`config.mk`:
```
export PLATFORM = sky130hd
export DESIGN_NAME = transport_block_crc_attach_unit
export DESIGN_NICKNAME = d
export VERILOG_FILES = /design/src/sv/tbca_pkg.sv /design/src/sv/tbca_csr.sv /design/src/sv/tbca_crc_core.sv /design/src/sv/transport_block_crc_attach_unit.sv
export SDC_FILE = /design/constraint.sdc
export NUM_CORES = 2
export LEC_CHECK = 0
export BUFFER_PORTS_ARGS = -buffer_cell sky130_fd_sc_hd__buf_2
export CORE_MARGIN = 1.5
export CORE_UTILIZATION = 25
export DETAILED_ROUTE_END_ITERATION = 8
export PLACE_DENSITY = 0.41
export RECOVER_POWER = 25
export SLEW_MARGIN = 25
export SYNTH_ARGS = -nofsm -noshare
export SYNTH_HDL_FRONTEND = slang
export SYNTH_SLANG_ARGS = --single-unit
```
`constraint.sdc`:
```
create_clock -name clock -period 13.3 [get_ports clock]
set_input_delay 1.995 -clock clock [delete_from_list [all_inputs] [get_ports clock]]
set_output_delay 1.995 -clock clock [all_outputs]
set_load 0.02 [all_outputs]
```
`src/sv/tbca_pkg.sv`:
```
// -----------------------------------------------------------------------------
// Transport block CRC attach: shared types and constants
// CRC polynomials, remainder tables, sizes and the structs that link the
// register block, the CRC datapath and the top level.
// -----------------------------------------------------------------------------
package tbca_pkg;

   localparam int WORD_BITS    = 128;
   localparam int HALF_BITS    = 64;
   localparam int CRC_W        = 24;
   localparam int VEC_W        = WORD_BITS + CRC_W;
   localparam int BLOCK_BITS_W = 19;
   localparam int WC_W         = 13;
   localparam int REM_W        = 8;
   localparam int SHIFT_W      = 5;
   localparam int LIMIT_W      = 21;

   localparam logic [BLOCK_BITS_W-1:0] CRC16_LIMIT = 19'd3824;

   // full generator polynomials, x^16+x^12+x^5+1 and CRC24A
   localparam logic [CRC_W:0] CRC16_POLY = 25'd69665;
   localparam logic [CRC_W:0] CRC24_POLY = 25'd25578747;

   localparam logic [SHIFT_W-1:0] CRC16_BITS = 5'd16;
   localparam logic [SHIFT_W-1:0] CRC24_BITS = 5'd24;

   localparam logic [REM_W-1:0] FULL_WORD = 8'd128;

   typedef logic [VEC_W-1:0][CRC_W-1:0] pow_table_type;

   typedef struct packed {
      logic                  zero;
      logic                  wide24;
      logic [WC_W-1:0]       burst_m1;
      logic [REM_W-1:0]      rem;
   } cfg_type;

   typedef struct packed {
      logic [CRC_W-1:0]      crc;
      logic [WORD_BITS-1:0]  word;
      logic [CRC_W-1:0]      spill;
      logic                  has_spill;
   } crc_result_type;

   // x^i mod P for every bit position of the reduction vector
   function automatic pow_table_type build_pow(input logic [CRC_W:0] poly, input int wide);
      pow_table_type        tbl;
      logic [CRC_W-1:0]     r;
      logic [CRC_W-1:0]     mask;
      logic                 top;
      tbl  = '0;
      mask = CRC_W'((25'd1 << wide) - 25'd1);
      r    = CRC_W'(1);
      for (int i = 0; i < VEC_W; i++) begin
         tbl[i] = r;
         top    = r[wide-1];
         r      = (r << 1) & mask;
         if (top) begin
            r = r ^ (poly[CRC_W-1:0] & mask);
         end
      end
      return tbl;
   endfunction

   localparam pow_table_type POW16 = build_pow(CRC16_POLY, 16);
   localparam pow_table_type POW24 = build_pow(CRC24_POLY, 24);

endpackage

```
`src/sv/tbca_csr.sv`:
```
// -----------------------------------------------------------------------------
// Transport block CRC attach: configuration registers
// APB write/read of block_bits, plus the per-block figures derived from it
// (word count, bits in the final word, CRC kind).
// -----------------------------------------------------------------------------
module tbca_csr
   import tbca_pkg::*;
#(
   parameter int MAX_WORDS = 4096
) (
   input  logic                    clock,
   input  logic                    reset,
   input  logic                    csr_psel,
   input  logic                    csr_penable,
   input  logic                    csr_pwrite,
   input  logic [2:0]              csr_paddr,
   input  logic [31:0]             csr_pwdata,
   output logic [31:0]             csr_prdata,
   output logic                    csr_pready,
   output cfg_type                 cfg,
   output logic                    cfg_write
);

   localparam logic [LIMIT_W-1:0] LIMIT = LIMIT_W'(MAX_WORDS * WORD_BITS);

   logic [BLOCK_BITS_W-1:0] block_bits_ff;
   logic [BLOCK_BITS_W-1:0] block_bits_in;
   logic [BLOCK_BITS_W-1:0] bits;
   logic [BLOCK_BITS_W-1:0] bits_m1;
   logic                    sel_block_bits;

   assign csr_pready     = 1'b1;
   assign sel_block_bits = (csr_paddr[2] == 1'b0);
   assign cfg_write      = csr_psel & csr_penable & csr_pwrite & csr_pready & sel_block_bits;

   always_comb begin
      block_bits_in = block_bits_ff;
      if (cfg_write) begin
         block_bits_in = csr_pwdata[BLOCK_BITS_W-1:0];
      end
   end

   always_ff @(posedge clock) begin
      if (reset) begin
         block_bits_ff <= BLOCK_BITS_W'(1);
      end else begin
         block_bits_ff <= block_bits_in;
      end
   end

   assign csr_prdata = sel_block_bits ? {{(32-BLOCK_BITS_W){1'b0}}, block_bits_ff} : 32'd0;

   // clip over-long blocks to the word budget
   always_comb begin
      bits = block_bits_ff;
      if ({{(LIMIT_W-BLOCK_BITS_W){1'b0}}, block_bits_ff} > LIMIT) begin
         bits = LIMIT[BLOCK_BITS_W-1:0];
      end
      bits_m1      = bits - BLOCK_BITS_W'(1);
      cfg.zero     = (bits == '0);
      cfg.wide24   = (bits > CRC16_LIMIT);
      cfg.burst_m1 = WC_W'(bits_m1[BLOCK_BITS_W-1:7]);
      cfg.rem      = {1'b0, bits_m1[6:0]} + REM_W'(1);
   end

endmodule

```
`src/sv/tbca_crc_core.sv`:
```
// -----------------------------------------------------------------------------
// Transport block CRC attach: CRC and packing datapath
// Advances the CRC over the low rem bits of a word in one pass and packs the
// final word with the CRC, splitting off the bits that need a spill beat.
// -----------------------------------------------------------------------------
module tbca_crc_core
   import tbca_pkg::*;
(
   input  logic [WORD_BITS-1:0]   word,
   input  logic [CRC_W-1:0]       crc_in,
   input  logic [REM_W-1:0]       rem,
   input  logic                   wide24,
   output crc_result_type         result
);

   logic [WORD_BITS-1:0]  keep_mask;
   logic [WORD_BITS-1:0]  msg;
   logic [SHIFT_W-1:0]    wide_n;
   logic [VEC_W-1:0]      msg_up;
   logic [VEC_W-1:0]      vec;
   logic [CRC_W-1:0]      crc_new;
   logic [VEC_W-1:0]      packed_word;
   logic [REM_W-1:0]      gap;
   logic [SHIFT_W-1:0]    excess;

   assign keep_mask = ~({WORD_BITS{1'b1}} << rem);
   assign msg       = word & keep_mask;
   assign wide_n    = wide24 ? CRC24_BITS : CRC16_BITS;
   assign msg_up    = {{CRC_W{1'b0}}, msg} << wide_n;

   // state after rem bits is (crc * x^rem + msg * x^w) mod P
   assign vec = ({{WORD_BITS{1'b0}}, crc_in} << rem) ^ msg_up;

   always_comb begin
      crc_new = '0;
      for (int i = 0; i < VEC_W; i++) begin
         if (vec[i]) begin
            crc_new = crc_new ^ (wide24 ? POW24[i] : POW16[i]);
         end
      end
   end

   assign packed_word = msg_up | {{WORD_BITS{1'b0}}, crc_new};
   assign gap         = FULL_WORD - rem;

   // CRC bits that do not fit above the message move to the spill beat
   always_comb begin
      excess = '0;
      if (gap < {3'b000, wide_n}) begin
         excess = wide_n - gap[SHIFT_W-1:0];
      end
   end

   assign result.crc       = crc_new;
   assign result.word      = WORD_BITS'(packed_word >> excess);
   assign result.spill     = crc_new & ~({CRC_W{1'b1}} << excess);
   assign result.has_spill = (excess != '0);

endmodule

```
`src/sv/transport_block_crc_attach_unit.sv`:
```
// -----------------------------------------------------------------------------
// Transport block CRC attach unit
// Passes transport block words through and appends a CRC16 or CRC24A.
// -----------------------------------------------------------------------------
// One block word is accepted per clock while the output is not stalled. Each
// word goes from the input register through a single-pass 128-bit CRC network
// into the output register, so the stream runs at one beat per cycle while
// rsp_tready stays high. The final word of a block takes two output beats when
// the CRC does not fit in its free high bits; the spill register holds the
// second beat and the input stalls until it moves to the output slot. block_bits
// sets the length of every block (clipped to MAX_WORDS words); a length of zero
// discards every input beat, and a write to block_bits restarts the block.
module transport_block_crc_attach_unit
   import tbca_pkg::*;
#(
   parameter int MAX_WORDS = 4096
) (
   input  logic            clock,
   input  logic            reset,
   // input beats
   input  logic            req_tvalid,
   output logic            req_tready,
   input  logic [127:0]    req_tdata,   // [63:0] data_hi, [127:64] data_lo
   // result beats
   output logic            rsp_tvalid,
   input  logic            rsp_tready,
   output logic [127:0]    rsp_tdata,   // [63:0] out_hi, [127:64] out_lo
   output logic            rsp_tlast,
   // configuration
   input  logic            csr_psel,
   input  logic            csr_penable,
   input  logic            csr_pwrite,
   input  logic [2:0]      csr_paddr,
   input  logic [31:0]     csr_pwdata,
   output logic [31:0]     csr_prdata,
   output logic            csr_pready
);

   cfg_type               cfg;
   logic                  cfg_write;
   crc_result_type        core_out;

   logic                  a_valid_ff, a_valid_in;
   logic [HALF_BITS-1:0]  a_hi_ff, a_hi_in;
   logic [HALF_BITS-1:0]  a_lo_ff, a_lo_in;

   logic [CRC_W-1:0]      crc_ff, crc_in;
   logic [WC_W-1:0]       word_count_ff, word_count_in;

   logic                  rsp_valid_ff, rsp_valid_in;
   logic [HALF_BITS-1:0]  rsp_hi_ff, rsp_hi_in;
   logic [HALF_BITS-1:0]  rsp_lo_ff, rsp_lo_in;
   logic                  rsp_last_ff, rsp_last_in;
   logic                  spill_valid_ff, spill_valid_in;
   logic [CRC_W-1:0]      spill_ff, spill_in;

   logic                  is_final;
   logic                  out_free;
   logic                  a_advance;
   logic                  a_emit;
   logic [REM_W-1:0]      rem_sel;

   tbca_csr #(
      .MAX_WORDS (MAX_WORDS)
   ) u_csr (
      .clock       (clock),
      .reset       (reset),
      .csr_psel    (csr_psel),
      .csr_penable (csr_penable),
      .csr_pwrite  (csr_pwrite),
      .csr_paddr   (csr_paddr),
      .csr_pwdata  (csr_pwdata),
      .csr_prdata  (csr_prdata),
      .csr_pready  (csr_pready),
      .cfg         (cfg),
      .cfg_write   (cfg_write)
   );

   assign is_final = (word_count_ff >= cfg.burst_m1);
   assign rem_sel  = is_final ? cfg.rem : FULL_WORD;

   tbca_crc_core u_crc_core (
      .word   ({a_hi_ff, a_lo_ff}),
      .crc_in (crc_ff),
      .rem    (rem_sel),
      .wide24 (cfg.wide24),
      .result (core_out)
   );

   // output slot is free when empty or draining its last pending beat
   assign out_free   = !rsp_valid_ff || (rsp_tready && !spill_valid_ff);
   assign a_advance  = a_valid_ff && (cfg.zero || out_free);
   assign a_emit     = a_advance && !cfg.zero;
   assign req_tready = !a_valid_ff || a_advance;

   always_comb begin
      a_valid_in = a_valid_ff;
      a_hi_in    = a_hi_ff;
      a_lo_in    = a_lo_ff;
      if (a_advance) begin
         a_valid_in = 1'b0;
      end
      if (req_tvalid && req_tready) begin
         a_valid_in = 1'b1;
         a_hi_in    = req_tdata[63:0];
         a_lo_in    = req_tdata[127:64];
      end
   end

   always_comb begin
      crc_in        = crc_ff;
      word_count_in = word_count_ff;
      if (cfg_write) begin
         crc_in        = '0;
         word_count_in = '0;
      end else if (a_emit) begin
         if (is_final) begin
            crc_in        = '0;
            word_count_in = '0;
         end else begin
            crc_in        = core_out.crc;
            word_count_in = word_count_ff + WC_W'(1);
         end
      end
   end

   always_comb begin
      rsp_valid_in   = rsp_valid_ff;
      rsp_hi_in      = rsp_hi_ff;
      rsp_lo_in      = rsp_lo_ff;
      rsp_last_in    = rsp_last_ff;
      spill_valid_in = spill_valid_ff;
      spill_in       = spill_ff;
      if (a_emit) begin
         rsp_valid_in   = 1'b1;
         spill_valid_in = is_final && core_out.has_spill;
         spill_in       = core_out.spill;
         rsp_last_in    = is_final && !core_out.has_spill;
         if (is_final) begin
            rsp_hi_in = core_out.word[127:64];
            rsp_lo_in = core_out.word[63:0];
         end else begin
            rsp_hi_in = a_hi_ff;
            rsp_lo_in = a_lo_ff;
         end
      end else if (rsp_valid_ff && rsp_tready) begin
         if (spill_valid_ff) begin
            // advance the spill beat into the output slot
            rsp_hi_in      = '0;
            rsp_lo_in      = {{(HALF_BITS-CRC_W){1'b0}}, spill_ff};
            rsp_last_in    = 1'b1;
            spill_valid_in = 1'b0;
         end else begin
            rsp_valid_in = 1'b0;
         end
      end
   end

   always_ff @(posedge clock) begin
      if (reset) begin
         a_valid_ff     <= 1'b0;
         crc_ff         <= '0;
         word_count_ff  <= '0;
         rsp_valid_ff   <= 1'b0;
         spill_valid_ff <= 1'b0;
         rsp_last_ff    <= 1'b0;
      end else begin
         a_valid_ff     <= a_valid_in;
         crc_ff         <= crc_in;
         word_count_ff  <= word_count_in;
         rsp_valid_ff   <= rsp_valid_in;
         spill_valid_ff <= spill_valid_in;
         rsp_last_ff    <= rsp_last_in;
      end
   end

   always_ff @(posedge clock) begin
      a_hi_ff   <= a_hi_in;
      a_lo_ff   <= a_lo_in;
      rsp_hi_ff <= rsp_hi_in;
      rsp_lo_ff <= rsp_lo_in;
      spill_ff  <= spill_in;
   end

   assign rsp_tvalid = rsp_valid_ff;
   assign rsp_tdata  = {rsp_lo_ff, rsp_hi_ff};
   assign rsp_tlast  = rsp_last_ff;

endmodule
```
# After elaboration in Yosys (flattened, before gate mapping)
# Cells that the tools add are included.
# classes
mux,312
bitwise_logic,161
magnitude_cmp,3
add_sub_neg,5
n_reduce_logical,23
eq_ne,1
n_shift,5
# op_table
op,n
$mux W24,197
$xor A24 B24 Y24,136
$mux W23,37
$mux W64,8
$mux W22,21
$mux W21,10
$or A152 B24 Y152,1
$shl A128 B5 Y152,1
$shl A24 B8 Y152,1
$shr A152 B5 Y128,1
$xor A152 B152 Y152,1
$and A128 B128 Y128,1
$not A128 Y128,1
$shl A128 B8 Y128 const A,1
$mux W20,5
$mux W19,2
$mux W13,2
$and A24 B24 Y24,1
$not A24 Y24,1
$shl A24 B5 Y24 const A,1
$gt A19 B12 Y1 const B,1
$logic_not A19 Y1,1
$sub A19 B1 Y19 const B,1
$mux W18,1
33 further kinds,77
# word_totals
reg_bits,340
in_bits,170

# Depth between registers and ports, before layout
# depth
ltp_word,300
ltp_mapped,37
depth_no_buf,34

# Modules after synthesis
# From an unflattened synthesis, not the netlist that was laid out.
# hier_totals
hier_cells,5460
hier_area_um2,47259.1
# by_module_without_submodules
module,area_each_um2,cells_each,instances,seq_area_each_um2
tbca_crc_core,33851.2,4518,1,0.0
transport_block_crc_attach_unit,11876.4,736,1,9228.9
tbca_csr,1531.5,206,1,380.4

# Worst setup path after synthesis
# Ideal clock, no wire load.
# synth_timing
path_type,input to register
from,in rsp_tready
to,"reg rsp_hi_ff[0], enable pin"
required_time_ps,12629
setup_time_ps,671
slack_ps,4322
arrival_time_ps,8307
cell_stages,2
path_buffers,0
path_cell_list,inv_1 -> a22oi_1
# synth_via
elab_chain_len,7
elab_cells_between_ends,9
# synth_lines
element,line,rtl
"start, declared",transport_block_crc_attach_unit.sv:26,"input logic rsp_tready,"
$logic_and A1 B1 Y1,transport_block_crc_attach_unit.sv:91,assign out_free = !rsp_valid_ff || (rsp_tready && !spill_valid_ff);
$logic_or A1 B1 Y1,transport_block_crc_attach_unit.sv:91,
$logic_or A1 B1 Y1,transport_block_crc_attach_unit.sv:92,assign a_advance = a_valid_ff && (cfg.zero || out_free);
$logic_and A1 B1 Y1,transport_block_crc_attach_unit.sv:92,
$logic_and A1 B1 Y1,transport_block_crc_attach_unit.sv:93,assign a_emit = a_advance && !cfg.zero;
$reduce_bool A2 Y1 (no line),-,
$reduce_and A2 Y1 (no line) *,-,
"end signal, assigned",transport_block_crc_attach_unit.sv:180,rsp_hi_ff <= rsp_hi_in;
"end, declared",transport_block_crc_attach_unit.sv:51,"logic [HALF_BITS-1:0] rsp_hi_ff, rsp_hi_in;"
# Mark *: on every way between the ends. The rest lies on a longest branch, timed or not.
# A chain may end at the register's enable or synchronous reset.

# Worst setup path in the final report
# layout_timing
from,"reg u_csr.block_bits_ff[2], in the netlist u_csr.bits[2]"
to,reg rsp_lo_ff[5] (data pin)
# layout_via
elab_chain_len,300
elab_cells_between_ends,449
# layout_lines
element,line,rtl
"start, declared",tbca_csr.sv:26,logic [BLOCK_BITS_W-1:0] block_bits_ff;
"start signal, assigned",tbca_csr.sv:47,block_bits_ff <= block_bits_in;
$sub A19 B1 Y19,tbca_csr.sv:59,bits_m1 = bits - BLOCK_BITS_W'(1);
$ge A13 B12 Y1 / $add A7 B1 Y8 (equally long branches),"transport_block_crc_attach_unit.sv:79, tbca_csr.sv:63",
$mux W8,transport_block_crc_attach_unit.sv:80,assign rem_sel = is_final ? cfg.rem : FULL_WORD;
$shl A128 B8 Y128,tbca_crc_core.sv:26,assign keep_mask = ~({WORD_BITS{1'b1}} << rem);
$not A128 Y128,tbca_crc_core.sv:26,
$and A128 B128 Y128,tbca_crc_core.sv:27,assign msg = word & keep_mask;
$shl A128 B5 Y152,tbca_crc_core.sv:29,"assign msg_up = {{CRC_W{1'b0}}, msg} << wide_n;"
$xor A152 B152 Y152,tbca_crc_core.sv:32,"assign vec = ({{WORD_BITS{1'b0}}, crc_in} << rem) ^ msg_up;"
(+285 left out),-,
$mux W24,tbca_crc_core.sv:37,if (vec[i]) begin
$xor A24 B24 Y24,tbca_crc_core.sv:38,crc_new = crc_new ^ (wide24 ? POW24[i] : POW16[i]);
$mux W24,tbca_crc_core.sv:37,
$or A152 B24 Y152,tbca_crc_core.sv:43,"assign packed_word = msg_up | {{WORD_BITS{1'b0}}, crc_new};"
$shr A152 B5 Y128,tbca_crc_core.sv:55,assign result.word = WORD_BITS'(packed_word >> excess);
$mux W64,transport_block_crc_attach_unit.sv:139,if (is_final) begin
$mux W64 *,transport_block_crc_attach_unit.sv:134,if (a_emit) begin
net rsp_lo_in[5],transport_block_crc_attach_unit.sv:52,"logic [HALF_BITS-1:0] rsp_lo_ff, rsp_lo_in;"
"end signal, assigned",transport_block_crc_attach_unit.sv:181,rsp_lo_ff <= rsp_lo_in;
"end, declared",transport_block_crc_attach_unit.sv:52,
# The timed path passes the listed nets; every way through them passes the cells marked *.

==> results_tabular.tex <==
\begin{tabular}{lr}
\hline
Metric & Value \\
\hline
\multicolumn{2}{l}{\textbf{Setup path}} \\
\quad Critical path startpoint category & register \\
\quad Data required, critical path & roughly 14 ns \\
\quad Endpoint class of the critical path & register \\
\quad Critical path arrival & 12.98 ns \\
\quad Maximum fanout count along the critical path & 15 \\
\quad Highest-delay cell along the critical path & a21oi\_1 \\
\quad Top cell by count, worst path & buf\_4 \\
\quad Number of buffers and inverters on the critical path & 5 \\
\quad Top cell family by delay on the critical path & simple AND/OR/NAND/NOR gates \\
\quad Highest cell delay on the worst timing path & 0.69 ns \\
\quad Critical path start-end classification & register to register \\
\multicolumn{2}{l}{\textbf{Synthesis}} \\
\quad Ys flop type & edfxtp\_1 \\
\quad Sequential area share after synthesis & 19.27\% \\
\quad Register bit total from synthesis & between 300 and 400 \\
\quad Mean instance size in the synthesized netlist & approximately 8.8 um\^{}2 \\
\quad Async set-reset flop share out of synthesis & 0\% \\
\quad Area of the mapped netlist & about 50000 um\^{}2 \\
\quad Number of warnings issued by yosys & 0 \\
\quad Number of enable-type register cells in the synthesized netlist & between 200 and 300 \\
\quad Number of instances in the synthesized netlist & $\sim$5700 \\
\quad Number of distinct library cell variants in the gate-level netlist after synthesis & between 150 and 200 \\
\multicolumn{2}{l}{\textbf{Finish}} \\
\quad Design Area, Final & between 50000 and 60000 um\^{}2 \\
\quad Layout area overhead & 15.78\% \\
\quad Leading cell type in the layout, fill and taps excluded & xnor2\_1 \\
\quad Share of layout cells above drive strength 1 & approximately 18\% \\
\quad Net total in the final layout & $\sim$6200 \\
\quad Commonest cells after routing, fill and taps aside & xnor2\_1 (609), nor2\_1 (583), nand2\_1 (550), buf\_4 (426), a21oi\_1 (418) \\
\multicolumn{2}{l}{\textbf{Clock tree}} \\
\quad Longest Clk Path Bufs & 3 \\
\quad Post-CTS setup buffers & 0 \\
\quad H-Tree Level Count & 2 \\
\quad TritonCTS clock tree & yes \\
\quad Post\_cts resized & 0 \\
\quad Clock insertion delay at the later pin of the skew report & approximately 0.7 ns \\
\quad CTS clock-pin slew for the worst setup and hold paths & about 0.060 ns \\
\quad Number of buffers added by the clock tree synthesis step & 40 \\
\quad Clock Tree Root & clkbuf\_16 \\
\quad Number of sinks driven by the clock tree & 340 \\
\quad \# hold bufs at CTS & 0 \\
\multicolumn{2}{l}{\textbf{GRT}} \\
\quad Pin count of the biggest net entering global routing & between 150 and 200 \\
\quad Global-route usage over all layers & around 36\% \\
\quad Global route overflow & 0 \\
\quad Global-route wire length before repair & 481.7 mm \\
\quad Number of global-route vias before repair & roughly 48000 \\
\quad Number of antenna violations at the first check in global routing & 26 \\
\multicolumn{2}{l}{\textbf{Die}} \\
\quad Row count & $\sim$160 \\
\quad Overall die width & $\sim$450 um \\
\quad Core Box Area & 197800 um\^{}2 \\
\quad Starting Density & between 20\% and 30\% \\
\quad I/O pins & $\sim$330 \\
\quad Die span in y & about 450 um \\
\quad Die Outline Area & just over 200000 um\^{}2 \\
\multicolumn{2}{l}{\textbf{Place}} \\
\quad Detailed placement HPWL & between 200 and 300 mm \\
\quad Number of buffers inserted by port buffering & slightly above 300 \\
\quad DP Area & between 50000 and 60000 um\^{}2 \\
\quad Dpl ws & around 1.2 ns \\
\quad GPL Wtd Cong & about 1.1 \\
\multicolumn{2}{l}{\textbf{STA}} \\
\quad Max transition margin & 3.311\% \\
\quad Slack of the critical path & about 0.7 ns \\
\quad FMAX & roughly 0.079 GHz \\
\quad Worst slew pin tran & 1.450 ns \\
\quad Final clock period utilization by the worst path & 94.85\% \\
\quad Max-slew violation count & 0 \\
\quad Time the final worst path needs with I/O delays and setup & $\sim$13 ns \\
\quad Final number of setup-violating endpoints & 0 \\
\quad Setup repair after global routing missed its margin & no \\
\quad Post-route setup TNS & 0 ns \\
\quad Setup skew after layout & 0.08597 ns \\
\quad Final Hold Viols & 0 \\
\multicolumn{2}{l}{\textbf{Flow run}} \\
\quad \# Max-Cap Violations & 0 \\
\multicolumn{2}{l}{\textbf{Routing}} \\
\quad Average wire length per cell after detail routing & $\sim$43 um \\
\quad Number of violations reported at the end of detailed-routing iteration 0 & roughly 7000 \\
\quad Vias & approximately 51000 \\
\quad Post-route antenna net violation count & 0 \\
\quad DRC errors left & 0 \\
\quad Final WL & 373.4 mm \\
\quad First-pass detailed-route iteration total & 9 \\
\quad Number of vias per cell after detailed routing & between 5 and 6 \\
\multicolumn{2}{l}{\textbf{Run status}} \\
\quad Result of the run & finished, final reports clean \\
\multicolumn{2}{l}{\textbf{Hold path}} \\
\quad Hold Path Class & register to register \\
\hline
\end{tabular}
-- metal layers --
metal / vias to the layer above / global-route usage, % / part of all wire [%]
li1: 21400 / - / -
met1: 25610 / 45.71 / 41
met2: 3129 / 53.40 / 42
met3: 721 / 8.960 / 9.4
met4: 20 / 21.06 / 7.2
met5: - / 0 / 0.037
-- stage by stage --
| step | hold slack (ns) | util [%] | cells |
|---|---|---|---|
| 2_1_floorplan | 0.4583 | - | 5711 |
| 3_3_place_gp | 0.4809 | 28.50 | 8637 |
| 3_5_place_dp | 0.4800 | 28.56 | 8638 |
| 4_1_cts | 0.4969 | 29.18 | 8711 |
| 5_1_grt | 0.5188 | 29.18 | 8714 |
| 6_report | 0.4945 | 29.19 | 8722 |
-- kinds of logic (layout without fill, tap and decap cells) --
logic type | count (synthesis) | after routing | synth area share, %
xor gates and xnor gates | 1247 | 1247 | 30.39
other | 2 | 22 | 0.01506
DFF | 340 | 340 | 19.27
AOI/OAI and AO/OA | 1551 | 1551 | 21.27
and+or+nand+nor | 1656 | 1656 | 15.07
buffers and inverters | 480 | 843 | 5.156
muxes | 402 | 402 | 8.317
adders and majority gates | 21 | 21 | 0.5218
-- worst reg2reg max path, delay by kind of cell (launching register included) --
kind | cells | cell delay, ns
and+or+nand+nor | 11 | 3.38
AOI/OAI and AO/OA | 12 | 3.17
xor gates and xnor gates | 6 | 2.36
buffers and inverters | 5 | 1.66
adders and majority gates | 3 | 1.22
DFF | 1 | 0.51
-- cell type report --
class	count	area, um^2
Clock inverter	22	172.7
Timing Repair Buffer	740	4811
Multi-Input combinational cell	4891	38640
Clock buffer	51	1062
Sequential cell	340	9610
Tap cell	2640	3303
Antenna cell	8	20.02
Fill cell	21510	140100
Inverter	30	120.1
-- worst paths after layout --
check	slack, ns	depth (start not counted)	end	start
worst min register to register	0.49	2	rsp_tlast	rsp_tlast
worst min-delay path	0.49	2	rsp_tlast	rsp_tlast
worst max-delay path	0.68	37	rsp_lo_ff[5]	u_csr.bits[2]
worst max register to register	0.68	37	rsp_lo_ff[5]	u_csr.bits[2]
-- flip-flops by register name (all words and copies together) (netlist names) --
register,count
a_hi_ff,64
a_lo_ff,64
a_valid_ff,1
crc_ff,24
rsp_hi_ff,64
rsp_lo_ff,64
rsp_tlast,1
rsp_tvalid,1
spill_ff,24
spill_valid_ff,1
u_csr.bits,19
word_count_ff,13
-- Yosys cell counts, types with 20 or more instances --
library cell	n	share of area (%)
xnor2_2	43	1.4
nand2_1	551	4.1
buf_2	99	0.99
dfxtp_1	60	2.4
nand4_1	35	0.44
a22oi_1	31	0.47
edfxtp_1	280	17
buf_1	52	0.39
o221ai_1	25	0.44
buf_4	64	0.96
nor2b_1	32	0.40
and2_1	25	0.31
nand3_1	119	1.2
clkbuf_1	178	1.3
a211oi_1	101	1.5
buf_6	46	1.0
a21oi_1	419	4.2
a21o_1	20	0.30
or3_1	28	0.35
inv_1	28	0.21
nor2_1	594	4.5
mux2_2	23	0.52
o21ai_0	284	2.8
and3_1	27	0.34
mux2i_1	370	7.4
xnor2_1	627	11
o31ai_1	33	0.50
xnor3_1	213	9.6
nor3_1	113	1.1
xor2_1	288	5.1
o22ai_1	34	0.43
a31oi_1	61	0.77
xor3_1	31	1.5
xor2_2	29	0.95
o21a_1	23	0.35
o21ai_1	67	0.67
ha_1	20	0.50
o211ai_1	110	1.7
Power is not shown: default switching activity piles up to over one toggle a cycle in this logic, so the estimate is an artifact.
